[src/rtl/etxf_pkg.sv]
// Shared types and constants of the Ethernet transmit framer.
package etxf_pkg;

    localparam int MAC_W     = 48;
    localparam int TYPE_W    = 16;
    localparam int LEN_W     = 11;
    localparam int BYTE_W    = 8;
    localparam int CRC_W     = 32;
    localparam int CFG_IDX_W = 1;
    localparam int CFG_W     = MAC_W;

    localparam int HDR_BYTES = 14;
    localparam int HDR_W     = HDR_BYTES * BYTE_W;
    localparam int IDX_W     = 4;
    localparam int FCS_BYTES = 4;

    localparam logic [CRC_W-1:0] CRC_POLY = 32'hEDB8_8320;
    localparam logic [CRC_W-1:0] CRC_INIT = 32'hFFFF_FFFF;

    localparam logic [LEN_W-1:0] MAX_LEN_RESET = 11'd1500;

    localparam logic CMD_START = 1'b0;
    localparam logic CMD_DATA  = 1'b1;

    localparam logic [CFG_IDX_W-1:0] CFG_STATION_ADDR = 1'b0;
    localparam logic [CFG_IDX_W-1:0] CFG_MAX_LEN      = 1'b1;

    typedef enum logic [1:0] {
        ST_IDLE,
        ST_HDR,
        ST_PAD,
        ST_FCS
    } t_state;

    typedef struct packed {
        logic [MAC_W-1:0] station_addr;
        logic [LEN_W-1:0] max_len;
    } t_cfg;

    // Reflected CRC-32, one byte, least significant bit first.
    function automatic logic [CRC_W-1:0] crc32_byte(input logic [CRC_W-1:0] crc,
                                                    input logic [BYTE_W-1:0] b);
        logic [CRC_W-1:0] c;
        c = crc ^ {{(CRC_W-BYTE_W){1'b0}}, b};
        for (int k = 0; k < BYTE_W; k++) begin
            c = c[0] ? ((c >> 1) ^ CRC_POLY) : (c >> 1);
        end
        return c;
    endfunction

endpackage

[src/rtl/etxf_ifs.sv]
// Channel interfaces: input items, frame bytes and configuration writes.
interface etxf_in_if import etxf_pkg::*; ();
    logic              valid;
    logic              ready;
    logic              cmd;
    logic [MAC_W-1:0]  dest_mac;
    logic [TYPE_W-1:0] ether_type;
    logic [LEN_W-1:0]  payload_len;
    logic [BYTE_W-1:0] data_byte;

    modport source (output valid, cmd, dest_mac, ether_type, payload_len, data_byte,
                    input ready);
    modport sink   (input valid, cmd, dest_mac, ether_type, payload_len, data_byte,
                    output ready);
endinterface

interface etxf_out_if import etxf_pkg::*; ();
    logic              valid;
    logic              ready;
    logic [BYTE_W-1:0] frame_byte;
    logic              end_of_frame;
    logic              oversize_error;

    modport source (output valid, frame_byte, end_of_frame, oversize_error, input ready);
    modport sink   (input valid, frame_byte, end_of_frame, oversize_error, output ready);
endinterface

interface etxf_cfg_if import etxf_pkg::*; ();
    logic                 valid;
    logic                 ready;
    logic [CFG_IDX_W-1:0] index;
    logic [CFG_W-1:0]     data;

    modport source (output valid, index, data, input ready);
    modport sink   (input valid, index, data, output ready);
endinterface

[src/rtl/etxf_cfg_regs.sv]
// Configuration register file: station address and maximum payload length.
module etxf_cfg_regs import etxf_pkg::*; (
    input  logic       i_clk,
    input  logic       i_rst_n,
    etxf_cfg_if.sink   i_cfg,
    output t_cfg       o_cfg
);

    t_cfg r_cfg;

    assign i_cfg.ready = 1'b1;
    assign o_cfg       = r_cfg;

    always_ff @(posedge i_clk) begin
        if (!i_rst_n) begin
            r_cfg.station_addr <= '0;
            r_cfg.max_len      <= MAX_LEN_RESET;
        end else if (i_cfg.valid) begin
            unique case (i_cfg.index)
                CFG_STATION_ADDR: r_cfg.station_addr <= i_cfg.data;
                CFG_MAX_LEN:      r_cfg.max_len      <= i_cfg.data[LEN_W-1:0];
                default:          r_cfg              <= r_cfg;
            endcase
        end
    end

endmodule

[src/rtl/ethernet_tx_framer_crc32_core.sv]
// Ethernet transmit framer: header build, payload pass-through, padding and FCS.
//
// Channels: i_in takes items; a start item (cmd 0) carries destination address,
// EtherType and payload length, a data item (cmd 1) carries one payload byte.
// o_out gives one frame byte per beat in wire order with end_of_frame on the
// last FCS byte. A start whose length exceeds the maximum gives one beat with
// frame byte 0, end_of_frame and oversize_error set, and the data beats of that
// frame are dropped. i_cfg writes the station address (index 0) and the
// maximum payload length (index 1), one write per cycle, always ready.
// Path: a payload byte passes the input register, then the result register;
// a start passes the input register and the header state before the first
// header byte enters the result register. Throughput while o_out is not held:
// one payload byte per cycle; a start occupies the byte engine for the hand-over
// plus 14 header bytes, the frame end for padding up to MIN_PAYLOAD bytes plus
// 4 FCS bytes at one byte a cycle, as the engine makes at most one byte per cycle.
// Reset: no frame open, CRC preset to all ones, address 0, maximum 1500.
// Stall: while o_out is held the engine halts; one further input beat is
// taken into the input register and waits there.
module ethernet_tx_framer_crc32_core import etxf_pkg::*; #(
    parameter int MIN_PAYLOAD = 46
) (
    input  logic       i_clk,
    input  logic       i_rst_n,
    etxf_cfg_if.sink   i_cfg,
    etxf_in_if.sink    i_in,
    etxf_out_if.source o_out
);

    localparam int CNT_W = (MIN_PAYLOAD > 2) ? $clog2(MIN_PAYLOAD) : 1;

    t_cfg w_cfg;

    etxf_cfg_regs u_cfg (
        .i_clk   (i_clk),
        .i_rst_n (i_rst_n),
        .i_cfg   (i_cfg),
        .o_cfg   (w_cfg)
    );

    // input holding register
    logic              r_in_valid;
    logic              r_in_cmd;
    logic [MAC_W-1:0]  r_in_dest;
    logic [TYPE_W-1:0] r_in_type;
    logic [LEN_W-1:0]  r_in_len;
    logic [BYTE_W-1:0] r_in_data;

    // frame engine
    t_state            r_state, n_state;
    logic [IDX_W-1:0]  r_idx, n_idx;
    logic [CNT_W-1:0]  r_cnt, n_cnt;
    logic [HDR_W-1:0]  r_hdr, n_hdr;
    logic [LEN_W-1:0]  r_len, n_len;
    logic [LEN_W-1:0]  r_seen, n_seen;
    logic              r_open, n_open;
    logic [CRC_W-1:0]  r_crc, n_crc;

    // result register
    logic              r_out_valid;
    logic [BYTE_W-1:0] r_out_byte;
    logic              r_out_eof;
    logic              r_out_err;

    logic              w_out_free;
    logic              w_take;
    logic              w_oversize;
    logic [LEN_W-1:0]  w_seen_inc;
    logic              w_seen_done;
    logic              w_need_pad;
    logic              w_hdr_last;
    logic              w_pad_last;
    logic              w_fcs_last;
    logic [CRC_W-1:0]  w_fcs_sh;
    logic              w_emit;
    logic [BYTE_W-1:0] w_emit_byte;
    logic              w_emit_eof;
    logic              w_emit_err;
    logic              w_crc_feed;

    assign w_out_free  = !r_out_valid || o_out.ready;
    assign w_take      = (r_state == ST_IDLE) && r_in_valid && w_out_free;
    assign w_oversize  = r_in_len > w_cfg.max_len;
    assign w_seen_inc  = r_seen + LEN_W'(1);
    assign w_seen_done = w_seen_inc >= r_len;
    assign w_need_pad  = r_len < LEN_W'(MIN_PAYLOAD);
    assign w_hdr_last  = r_idx == IDX_W'(HDR_BYTES - 1);
    assign w_pad_last  = r_cnt == CNT_W'(MIN_PAYLOAD - 1);
    assign w_fcs_last  = r_idx == IDX_W'(FCS_BYTES - 1);
    assign w_fcs_sh    = ~r_crc >> {r_idx[1:0], 3'b000};

    assign i_in.ready = !r_in_valid || w_take;

    always_ff @(posedge i_clk) begin
        if (!i_rst_n) begin
            r_in_valid <= 1'b0;
        end else if (i_in.valid && i_in.ready) begin
            r_in_valid <= 1'b1;
        end else if (w_take) begin
            r_in_valid <= 1'b0;
        end
    end

    always_ff @(posedge i_clk) begin
        if (i_in.valid && i_in.ready) begin
            r_in_cmd  <= i_in.cmd;
            r_in_dest <= i_in.dest_mac;
            r_in_type <= i_in.ether_type;
            r_in_len  <= i_in.payload_len;
            r_in_data <= i_in.data_byte;
        end
    end

    // next state
    always_comb begin
        n_state = r_state;
        unique case (r_state)
            ST_IDLE: begin
                if (w_take && r_in_cmd == CMD_START && !w_oversize) begin
                    n_state = ST_HDR;
                end else if (w_take && r_in_cmd == CMD_DATA && r_open && w_seen_done) begin
                    n_state = w_need_pad ? ST_PAD : ST_FCS;
                end
            end
            ST_HDR: begin
                if (w_out_free && w_hdr_last) begin
                    if (r_len == '0) begin
                        n_state = w_need_pad ? ST_PAD : ST_FCS;
                    end else begin
                        n_state = ST_IDLE;
                    end
                end
            end
            ST_PAD: begin
                if (w_out_free && w_pad_last) begin
                    n_state = ST_FCS;
                end
            end
            ST_FCS: begin
                if (w_out_free && w_fcs_last) begin
                    n_state = ST_IDLE;
                end
            end
            default: n_state = ST_IDLE;
        endcase
    end

    // datapath and emitted byte
    always_comb begin
        n_idx       = r_idx;
        n_cnt       = r_cnt;
        n_hdr       = r_hdr;
        n_len       = r_len;
        n_seen      = r_seen;
        n_open      = r_open;
        n_crc       = r_crc;
        w_emit      = 1'b0;
        w_emit_byte = '0;
        w_emit_eof  = 1'b0;
        w_emit_err  = 1'b0;
        w_crc_feed  = 1'b0;
        unique case (r_state)
            ST_IDLE: begin
                if (w_take && r_in_cmd == CMD_START) begin
                    n_crc  = CRC_INIT;
                    n_seen = '0;
                    n_open = 1'b0;
                    if (w_oversize) begin
                        n_len      = '0;
                        w_emit     = 1'b1;
                        w_emit_eof = 1'b1;
                        w_emit_err = 1'b1;
                    end else begin
                        n_len = r_in_len;
                        n_hdr = {r_in_dest, w_cfg.station_addr, r_in_type};
                        n_idx = '0;
                    end
                end else if (w_take && r_open) begin
                    w_emit      = 1'b1;
                    w_emit_byte = r_in_data;
                    w_crc_feed  = 1'b1;
                    n_seen      = w_seen_inc;
                    if (w_seen_done) begin
                        n_open = 1'b0;
                        n_idx  = '0;
                        n_cnt  = r_len[CNT_W-1:0];
                    end
                end
            end
            ST_HDR: begin
                if (w_out_free) begin
                    w_emit      = 1'b1;
                    w_emit_byte = r_hdr[HDR_W-1 -: BYTE_W];
                    w_crc_feed  = 1'b1;
                    n_hdr       = {r_hdr[HDR_W-BYTE_W-1:0], {BYTE_W{1'b0}}};
                    n_idx       = r_idx + IDX_W'(1);
                    if (w_hdr_last) begin
                        n_idx  = '0;
                        n_cnt  = r_len[CNT_W-1:0];
                        n_open = r_len != '0;
                    end
                end
            end
            ST_PAD: begin
                if (w_out_free) begin
                    w_emit     = 1'b1;
                    w_crc_feed = 1'b1;
                    n_cnt      = r_cnt + CNT_W'(1);
                    n_idx      = '0;
                end
            end
            ST_FCS: begin
                if (w_out_free) begin
                    w_emit      = 1'b1;
                    w_emit_byte = w_fcs_sh[BYTE_W-1:0];
                    w_emit_eof  = w_fcs_last;
                    n_idx       = r_idx + IDX_W'(1);
                    if (w_fcs_last) begin
                        n_crc = CRC_INIT;
                        n_idx = '0;
                    end
                end
            end
            default: begin
                n_idx = '0;
            end
        endcase
        if (w_crc_feed) begin
            n_crc = crc32_byte(r_crc, w_emit_byte);
        end
    end

    always_ff @(posedge i_clk) begin
        if (!i_rst_n) begin
            r_state <= ST_IDLE;
            r_idx   <= '0;
            r_cnt   <= '0;
            r_len   <= '0;
            r_seen  <= '0;
            r_open  <= 1'b0;
            r_crc   <= CRC_INIT;
        end else begin
            r_state <= n_state;
            r_idx   <= n_idx;
            r_cnt   <= n_cnt;
            r_len   <= n_len;
            r_seen  <= n_seen;
            r_open  <= n_open;
            r_crc   <= n_crc;
        end
    end

    always_ff @(posedge i_clk) begin
        r_hdr <= n_hdr;
    end

    // result register: load whenever the slot is free or being drained
    always_ff @(posedge i_clk) begin
        if (!i_rst_n) begin
            r_out_valid <= 1'b0;
        end else if (w_out_free) begin
            r_out_valid <= w_emit;
        end
    end

    always_ff @(posedge i_clk) begin
        if (w_out_free) begin
            r_out_byte <= w_emit_byte;
            r_out_eof  <= w_emit_eof;
            r_out_err  <= w_emit_err;
        end
    end

    assign o_out.valid          = r_out_valid;
    assign o_out.frame_byte     = r_out_byte;
    assign o_out.end_of_frame   = r_out_eof;
    assign o_out.oversize_error = r_out_err;

endmodule

[src/flat_wrapper.sv]
// flat-port wrapper written by rule: the top's interface ports become plain ports
module ethernet_tx_framer_crc32_core_flat import etxf_pkg::*;
#(
    parameter int MIN_PAYLOAD = 46
)
  (i_clk, i_rst_n, i_cfg_valid, i_cfg_index, i_cfg_data, i_cfg_ready, i_in_valid, i_in_cmd, i_in_dest_mac, i_in_ether_type, i_in_payload_len, i_in_data_byte, i_in_ready, o_out_valid, o_out_frame_byte, o_out_end_of_frame, o_out_oversize_error, o_out_ready);
  etxf_cfg_if i_cfg_i ();
  etxf_in_if i_in_i ();
  etxf_out_if o_out_i ();
  input  logic i_clk;
  input  logic i_rst_n;
  input wire logic [$bits(i_cfg_i.valid)-1:0] i_cfg_valid;
  input wire logic [$bits(i_cfg_i.index)-1:0] i_cfg_index;
  input wire logic [$bits(i_cfg_i.data)-1:0] i_cfg_data;
  output wire logic [$bits(i_cfg_i.ready)-1:0] i_cfg_ready;
  input wire logic [$bits(i_in_i.valid)-1:0] i_in_valid;
  input wire logic [$bits(i_in_i.cmd)-1:0] i_in_cmd;
  input wire logic [$bits(i_in_i.dest_mac)-1:0] i_in_dest_mac;
  input wire logic [$bits(i_in_i.ether_type)-1:0] i_in_ether_type;
  input wire logic [$bits(i_in_i.payload_len)-1:0] i_in_payload_len;
  input wire logic [$bits(i_in_i.data_byte)-1:0] i_in_data_byte;
  output wire logic [$bits(i_in_i.ready)-1:0] i_in_ready;
  output wire logic [$bits(o_out_i.valid)-1:0] o_out_valid;
  output wire logic [$bits(o_out_i.frame_byte)-1:0] o_out_frame_byte;
  output wire logic [$bits(o_out_i.end_of_frame)-1:0] o_out_end_of_frame;
  output wire logic [$bits(o_out_i.oversize_error)-1:0] o_out_oversize_error;
  input wire logic [$bits(o_out_i.ready)-1:0] o_out_ready;
  assign i_cfg_i.valid = i_cfg_valid;
  assign i_cfg_i.index = i_cfg_index;
  assign i_cfg_i.data = i_cfg_data;
  assign i_cfg_ready = i_cfg_i.ready;
  assign i_in_i.valid = i_in_valid;
  assign i_in_i.cmd = i_in_cmd;
  assign i_in_i.dest_mac = i_in_dest_mac;
  assign i_in_i.ether_type = i_in_ether_type;
  assign i_in_i.payload_len = i_in_payload_len;
  assign i_in_i.data_byte = i_in_data_byte;
  assign i_in_ready = i_in_i.ready;
  assign o_out_valid = o_out_i.valid;
  assign o_out_frame_byte = o_out_i.frame_byte;
  assign o_out_end_of_frame = o_out_i.end_of_frame;
  assign o_out_oversize_error = o_out_i.oversize_error;
  assign o_out_i.ready = o_out_ready;
  ethernet_tx_framer_crc32_core #(.MIN_PAYLOAD(MIN_PAYLOAD)) u_core (.i_clk(i_clk), .i_rst_n(i_rst_n), .i_cfg(i_cfg_i), .i_in(i_in_i), .o_out(o_out_i));
endmodule
[config.mk]
export PLATFORM = sky130hd
export DESIGN_NAME = ethernet_tx_framer_crc32_core_flat
export DESIGN_NICKNAME = d
export VERILOG_FILES = /design/src/rtl/etxf_pkg.sv /design/src/rtl/etxf_ifs.sv /design/src/rtl/etxf_cfg_regs.sv /design/src/rtl/ethernet_tx_framer_crc32_core.sv /design/src/flat_wrapper.sv
export SDC_FILE = /design/constraint.sdc
export NUM_CORES = 1
export LEC_CHECK = 0
export BUFFER_PORTS_ARGS = -buffer_cell sky130_fd_sc_hd__buf_2
export CAP_MARGIN = 15
export CORE_ASPECT_RATIO = 0.6
export CORE_UTILIZATION = 25
export CTS_BUF_LIST = sky130_fd_sc_hd__clkbuf_4
export CTS_CLUSTER_DIAMETER = 100
export CTS_CLUSTER_SIZE = 24
export DETAILED_ROUTE_END_ITERATION = 8
export SYNTH_ARGS = -nofsm -noshare
export SYNTH_HDL_FRONTEND = slang
export SYNTH_SLANG_ARGS = --single-unit
[constraint.sdc]
create_clock -name i_clk -period 5.98 [get_ports i_clk]
set_input_delay 0 -clock i_clk [delete_from_list [all_inputs] [get_ports i_clk]]
set_output_delay 0 -clock i_clk [all_outputs]
set_load 0.05 [all_outputs]
==> results of run 1 <==
## flip-flops by register name (all words and copies together) (netlist names), 4 cells and up
register,flops
u_core.r_seen,11
u_core.r_len,11
u_core.o_out.frame_byte,8
u_core.r_in_len,11
u_core.r_crc,32
u_core.r_idx,4
u_core.r_cnt,6
u_core.r_in_dest,48
u_core.u_cfg.o_cfg,59
u_core.r_hdr,112
u_core.r_in_data,8
u_core.r_in_type,16
## power by group
group	total, mW	switching (mW)	internal (mW)
registers	3.58	0.290	3.29
logic	3.12	1.73	1.39
clock network	0.903	0.692	0.210
total	7.60	2.72	4.89
## cell families (layout without fill, tap and decap cells)
group | Yosys count | in the layout | synth area share
mux | 121 | 121 | 0.0946
compound gates | 220 | 220 | 0.0984
xor+xnor | 74 | 74 | 0.0565
other cells | 1 | 5 | 0.000255
simple gates | 318 | 318 | 0.0995
flops | 334 | 334 | 0.595
fa+ha+maj | 33 | 33 | 0.0281
buf+inv | 99 | 525 | 0.0278
## cells in the final DEF (no fill, tap or decap), types with 4 or more instances in the layout
cell | Yosys | final
and3_1 | 13 | 13
nand3_1 | 13 | 13
xnor3_1 | 10 | 10
and2_1 | 15 | 13
xnor2_1 | 38 | 38
a22oi_1 | 16 | 16
dfxtp_1 | 128 | 128
mux4_2 | 4 | 4
nand2_1 | 172 | 172
edfxtp_1 | 206 | 206
clkbuf_4 | 0 | 28
o21a_1 | 7 | 7
nand3b_1 | 6 | 6
nand2b_1 | 6 | 5
a41oi_1 | 4 | 4
o21ai_0 | 28 | 28
ha_1 | 33 | 32
dlygate4sd3_1 | 0 | 305
nand4_1 | 11 | 11
nor3_1 | 6 | 6
o22a_1 | 7 | 7
nor3b_1 | 5 | 5
nor2_1 | 42 | 42
a21oi_1 | 75 | 75
buf_2 | 6 | 150
inv_1 | 32 | 31
mux2_2 | 104 | 104
a31oi_1 | 5 | 5
buf_4 | 2 | 6
mux2i_1 | 13 | 13
o211ai_1 | 14 | 14
diode_2 | 0 | 4
o22ai_1 | 24 | 24
a21o_1 | 10 | 10
xor2_1 | 22 | 22
nor2b_1 | 18 | 17
## stage by stage
step	instance area, um2	total power [mW]	hold WS, ns	instances
6_report	19500	7.60	0.0734	2400
5_1_grt	19500	8.07	0.0273	2398
4_1_cts	19500	7.64	0.00534	2392
3_5_place_dp	16200	6.57	0.178	2060
3_3_place_gp	16200	6.55	0.176	2060
2_1_floorplan	14700	5.82	0.0989	1200
## metal layers
metal  GRT usage  up-vias
li1            -     5168
met1       0.205     5392
met2       0.204      318
met3      0.0233       48
met4      0.0228        4
met5           0        -
## critical path, stage by stage, from the launching register on
cell and delay, ns:
dfxtp_1 0.39, nor2b_1 0.59, inv_2 0.49, and4_1 0.34, a221o_1 0.33, a311oi_4 0.74, xnor2_1 0.40, xor2_1 0.39
xnor3_1 0.26, o22ai_1 0.12, nand2_1 0.09
## worst max-delay path by stage
| stage | start | end | slack [ns] |
|---|---|---|---|
| after floorplan | u_core.o_out.valid$_SDFFE_PN0N_ | u_core.r_hdr[0]$_SDFFCE_PP0P_ | 0.56 |
| after global placement | u_core.r_state[0]$_SDFFE_PN0P_ | u_core.r_crc[20]$_SDFFE_PN1P_ | 1.94 |
| after detailed placement | u_core.r_state[0]$_SDFFE_PN0P_ | u_core.r_crc[20]$_SDFFE_PN1P_ | 1.85 |
| after CTS | u_core.o_out.valid$_SDFFE_PN0N_ | u_core.r_hdr[38]$_DFFE_PP_ | 1.77 |
| after global routing | u_core.o_out.valid$_SDFFE_PN0N_ | u_core.r_hdr[30]$_DFFE_PP_ | 1.29 |
| final | u_core.o_out.valid$_SDFFE_PN0N_ | u_core.r_crc[25]$_SDFFE_PN1P_ | 1.71 |
## area by class of cell
| cell class | count | share of cell area |
|---|---|---|
| repair buffers | 463 | 0.199 |
| clock buffers | 28 | 0.0108 |
| clock inverters | 1 | 0.000192 |
| flip-flops and latches | 334 | 0.448 |
| inverters | 33 | 0.00634 |
| diodes | 4 | 0.000513 |
| multi-input cells | 767 | 0.286 |
| well taps | 770 | 0.0493 |
==> impl_metrics.json, run 1 <==
{
  "grt_pass1_wl_um": 63100,
  "initial_utilization": 0.255,
  "drive_gt1_frac": 0.194,
  "required_ns": 6.62,
  "synthFlopType": "edfxtp_1",
  "route.met3.wl_um": 2440,
  "clk_pin_slew_worst_paths_ns": 0.26,
  "yosys.area.top_type_share": 0.421,
  "max_freq_mhz": 234,
  "cts_tree": "done",
  "cts_setup_buffers": 0,
  "routed_wl_um": 41100,
  "synth_nets": 1371,
  "synth_commonest_cells": "edfxtp_1, nand2_1, dfxtp_1",
  "setup_viol": 0,
  "antenna_found_initial": 6,
  "core_um2": 57800,
  "r2r-end": "u_core.r_crc[25]$_SDFFE_PN1P_",
  "numCtsBuffers": 17,
  "dr_wl_met2_um": 17700,
  "num_rows": 68,
  "min_to": "u_core.u_cfg.o_cfg[8]$_SDFFE_PN1P_",
  "status": "finished, violations left",
  "finalWorstSetupSlack_ns": 1.71,
  "dr.pass1.iters": 8,
  "die_w_um": 315,
  "cts_hold_buf": 303,
  "multi_input_area_um2": 5580,
  "synthToLayoutAreaGrowth_pct": 32.8,
  "dp_hpwl_um": 26400,
  "hp-start": "i_cfg_data[8]",
  "grt_max_degree": 78,
  "fillCellCount": 5681,
  "end_kind": "flop",
  "num_vias": 10900,
  "cts_buffer_depth": 3,
  "hold_viol_final": 0,
  "totalNegativeSetupSlack_ns": 0,
  "crit_path_max_fanout": 41,
  "drv_cap": 0,
  "worst_setup_path_start_kind": "flop",
  "seq_area_frac_synth": 0.595,
  "pre_cts_ws_ns": 1.85,
  "cts-resized-gates": 0,
  "rsz0062_at_grt": "false",
  "register_area_um2": 8750,
  "ys.warnings.count": 0,
  "wl_met1_um": 20400,
  "syn_area_um2": 14700,
  "critPathKind": "reg2reg",
  "finalCriticalPeriod_ns": 4.27,
  "syn_area_per_cell_um2": 12.3,
  "worstReg2RegStart": "u_core.o_out.valid$_SDFFE_PN0N_",
  "clock_latency_ns": 0.76,
  "yosysTopAreaCell": "edfxtp_1",
  "port_buffers": 149,
  "p_per_area_nw_per_um2": 390,
  "dr.first_iter.drc_count": 954,
  "slew_violations": 0,
  "r2r_cells": 10,
  "gr-total-overflow": 0,
  "synth_cells": 1200,
  "worst_pin_slew_ns": 1.09,
  "synth_seq_cells": 334,
  "synth-edff-count": 206,
  "post-route-period-util": 0.714,
  "synth.distinct_cells": 71,
  "layout.core_utilization": 0.338,
  "die_area_um2": 59800,
  "async_flop_share": 0,
  "die_h_um": 190,
  "arrival_ns": 4.91,
  "synth.most_common_cell": "edfxtp_1",
  "nNetsFinal": 1787,
  "io_pins": 151,
  "violations": "design-rule violations",
  "hold-path-cell-count": 4,
  "fin_skew_ns": 0.0393,
  "ant_nets": 0,
  "grt_pass1_vias": 10700,
  "slew_headroom": 0.275,
  "vias_per_cell": 4.55,
  "root_buffer": "clkbuf_4",
  "vdd_drop_max_mv": 0.255,
  "wire_per_inst_um": 17.1,
  "rrSetupSlack_ns": 1.71,
  "place.gp.congestion": 0.894,
  "drc": 8,
  "netlist_top_cells_area": "edfxtp_1, dfxtp_1, mux2_2, nand2_1, ha_1",
  "cts.sinks": 334,
  "top_layer_used": "met5",
  "power_leakage_nw": 7.28,
  "gr-usage-all-layers": 0.136,
  "htreeDepth": 1,
  "hold_class": "in2reg"
}
(Power assumes the default switching activity.)
==> inputs of run 2 (changes only) <==
Clock period 5.98 ns to 3.5 ns, I/O delays scaled along.
==> run 2 against run 1 <==
Sequential cell count unchanged. Clock power up 81%. Final cell count grew 0.58%. The flow still finishes with violations (design-rule violations). Largest cell class unchanged.
==> impl_metrics.json, run 2 (synthesis results as in run 1) <==
{
  "status": "finished, violations left",
  "violations": "design-rule violations",
  "pre_cts_ws_ns": 0.0857,
  "dr.first_iter.drc_count": 695,
  "root_buffer": "clkbuf_4",
  "path_buf_inv": 0,
  "power_leakage_nw": 7.47,
  "dr.pass1.iters": 7,
  "initial_utilization": 0.255,
  "grt_pass1_wl_um": 62300,
  "cts.sinks": 334,
  "hold_class": "in2reg",
  "gr-total-overflow": 0,
  "ant_nets": 0,
  "clk_pin_slew_worst_paths_ns": 0.26,
  "largest_register_ffs": 112,
  "end_kind": "flop",
  "cts_buffer_depth": 3,
  "routed_wl_um": 40200,
  "crit_chain": "ha_1 > and3_2 > and3_1 > and3_4 > xor2_1 > ha_1 > a21o_1 > a21o_1 > a21o_1 > a41oi_2 > nor2_2 > and3_1 > o21a_1 > a32o_1",
  "core_um2": 57800,
  "dpl_cell_area_um2": 16600,
  "arrival_ns": 4.03,
  "required_ns": 4.21,
  "clock_latency_ns": 0.78,
  "vias_per_cell": 4.50,
  "htreeDepth": 1,
  "post-route-period-util": 0.949,
  "num_vias": 10900,
  "dp_cells": 2098,
  "finalCriticalPeriod_ns": 3.32,
  "fillCellCount": 5650,
  "nNetsFinal": 1800,
  "slowest_stage": "dfxtp_4",
  "die_w_um": 315,
  "drc": 8,
  "final_cells": 2414,
  "drive_gt1_frac": 0.224,
  "setup_viol": 0,
  "worst_pin_slew_ns": 1.12,
  "critPathKind": "reg2reg",
  "postLayoutCellArea_um2": 19700,
  "place.gp.congestion": 0.905,
  "max_freq_mhz": 301,
  "grt_max_degree": 75,
  "dp_hpwl_um": 26300,
  "totalNegativeSetupSlack_ns": 0,
  "p_per_area_nw_per_um2": 689,
  "port_buffers": 149,
  "synthToLayoutAreaGrowth_pct": 33.8,
  "hold_viol_final": 0,
  "slew_violations": 0,
  "grt_pass1_vias": 10800,
  "rsz0062_at_grt": "false",
  "worst_setup_path_start_kind": "flop",
  "crit_top_cell": "a21o_1",
  "wire_per_inst_um": 16.6,
  "cpLargestDelayFamily": "compound AO/OA/AOI/OAI gates",
  "numCtsBuffers": 18,
  "finalWorstSetupSlack_ns": 0.179,
  "crit_path_max_fanout": 5,
  "layout_common_cells": "dlygate4sd3_1, edfxtp_1, nand2_1",
  "num_rows": 68,
  "gr-usage-all-layers": 0.133,
  "multi_input_area_um2": 5620,
  "register_area_um2": 8750,
  "final_common_cell": "dlygate4sd3_1",
  "die_area_um2": 59800,
  "slew_headroom": 0.255,
  "fin_skew_ns": 0.0846,
  "drv_cap": 0,
  "io_pins": 151,
  "cp_slowest_stage_delay_ns": 0.41,
  "cts_tree": "done",
  "regMostFlops": "u_core.r_hdr",
  "die_h_um": 190,
  "antenna_found_initial": 4,
  "vdd_drop_max_mv": 0.440
}
[run 2: cell count changes in the layout (fill, tap and decap cells not counted), moves of 3 or more]
cell / previous run / this run
buf_12: 2 / 5
buf_4: 6 / 42
dlygate4sd3_1: 305 / 278
o21ai_0: 28 / 25
o21ai_1: 2 / 5
[run 2: worst paths after layout]
check,start,endpoint,slack [ns],cells after the start
max,u_core.r_seen[0]$_SDFFE_PN0P_,u_core.r_idx[2]$_SDFFE_PN0P_,0.18,14
min reg2reg,u_core.u_cfg.o_cfg[21]$_SDFFE_PN0P_,u_core.u_cfg.o_cfg[21]$_SDFFE_PN0P_,0.47,2
min,i_cfg_data[42],u_core.u_cfg.o_cfg[53]$_SDFFE_PN0P_,0.11,4
max reg2reg,u_core.r_seen[0]$_SDFFE_PN0P_,u_core.r_idx[2]$_SDFFE_PN0P_,0.18,14
[run 2: metal layers]
metal	wire, um	vias to the layer above	track usage
li1	-	5206	-
met1	19900	5327	0.197
met2	17400	284	0.201
met3	2120	41	0.0231
met5	0	-	0
met4	718	0	0.0263
[run 2: report_power, final]
part / leakage (nW) / switching (mW) / total (mW) / internal [mW]
Clock: 0.152 / 1.24 / 1.63 / 0.393
Combinational: 4.28 / 3.13 / 5.81 / 2.68
Sequential: 3.04 / 0.507 / 6.11 / 5.61
Total: 7.47 / 4.87 / 13.6 / 8.68
[run 2: repair_timing]
item,4_1_cts,5_1_grt
gates resized for setup,1,16
hold buffers,278,0
endpoints found under the setup margin,1,13
hold endpoints to repair,265,0
buffers inserted,0,2
cloned,0,0
pin swaps,0,3
[run 2: final cells by class]
cell class              instances  share of cell area
clock inverters                 3             0.00165
multi-input cells             767               0.286
clock buffers                  29              0.0111
inverters                      33             0.00630
well taps                     770              0.0490
diodes                          3            0.000382
flip-flops and latches        334               0.445
repair buffers                475               0.201
[run 2: worst reg2reg max path, delay by kind of cell, from the launching register on]
kind	cells	cell delay, ns
and+or+nand+nor	5	0.98
AOI/OAI and AO/OA	6	1.18
adders and majority gates	2	0.53
xor gates and xnor gates	1	0.14
DFF	1	0.41
[run 2: through the flow]
stage / hold WS [ns] / total power, mW / utilization
4_1_cts: 0.0278 / 13.6 / 0.339
5_1_grt: 0.0884 / 14.3 / 0.341
2_1_floorplan: 0.0989 / 9.87 / -
3_5_place_dp: 0.178 / 11.7 / 0.287
6_report: 0.114 / 13.6 / 0.341
3_3_place_gp: 0.177 / 11.6 / 0.286
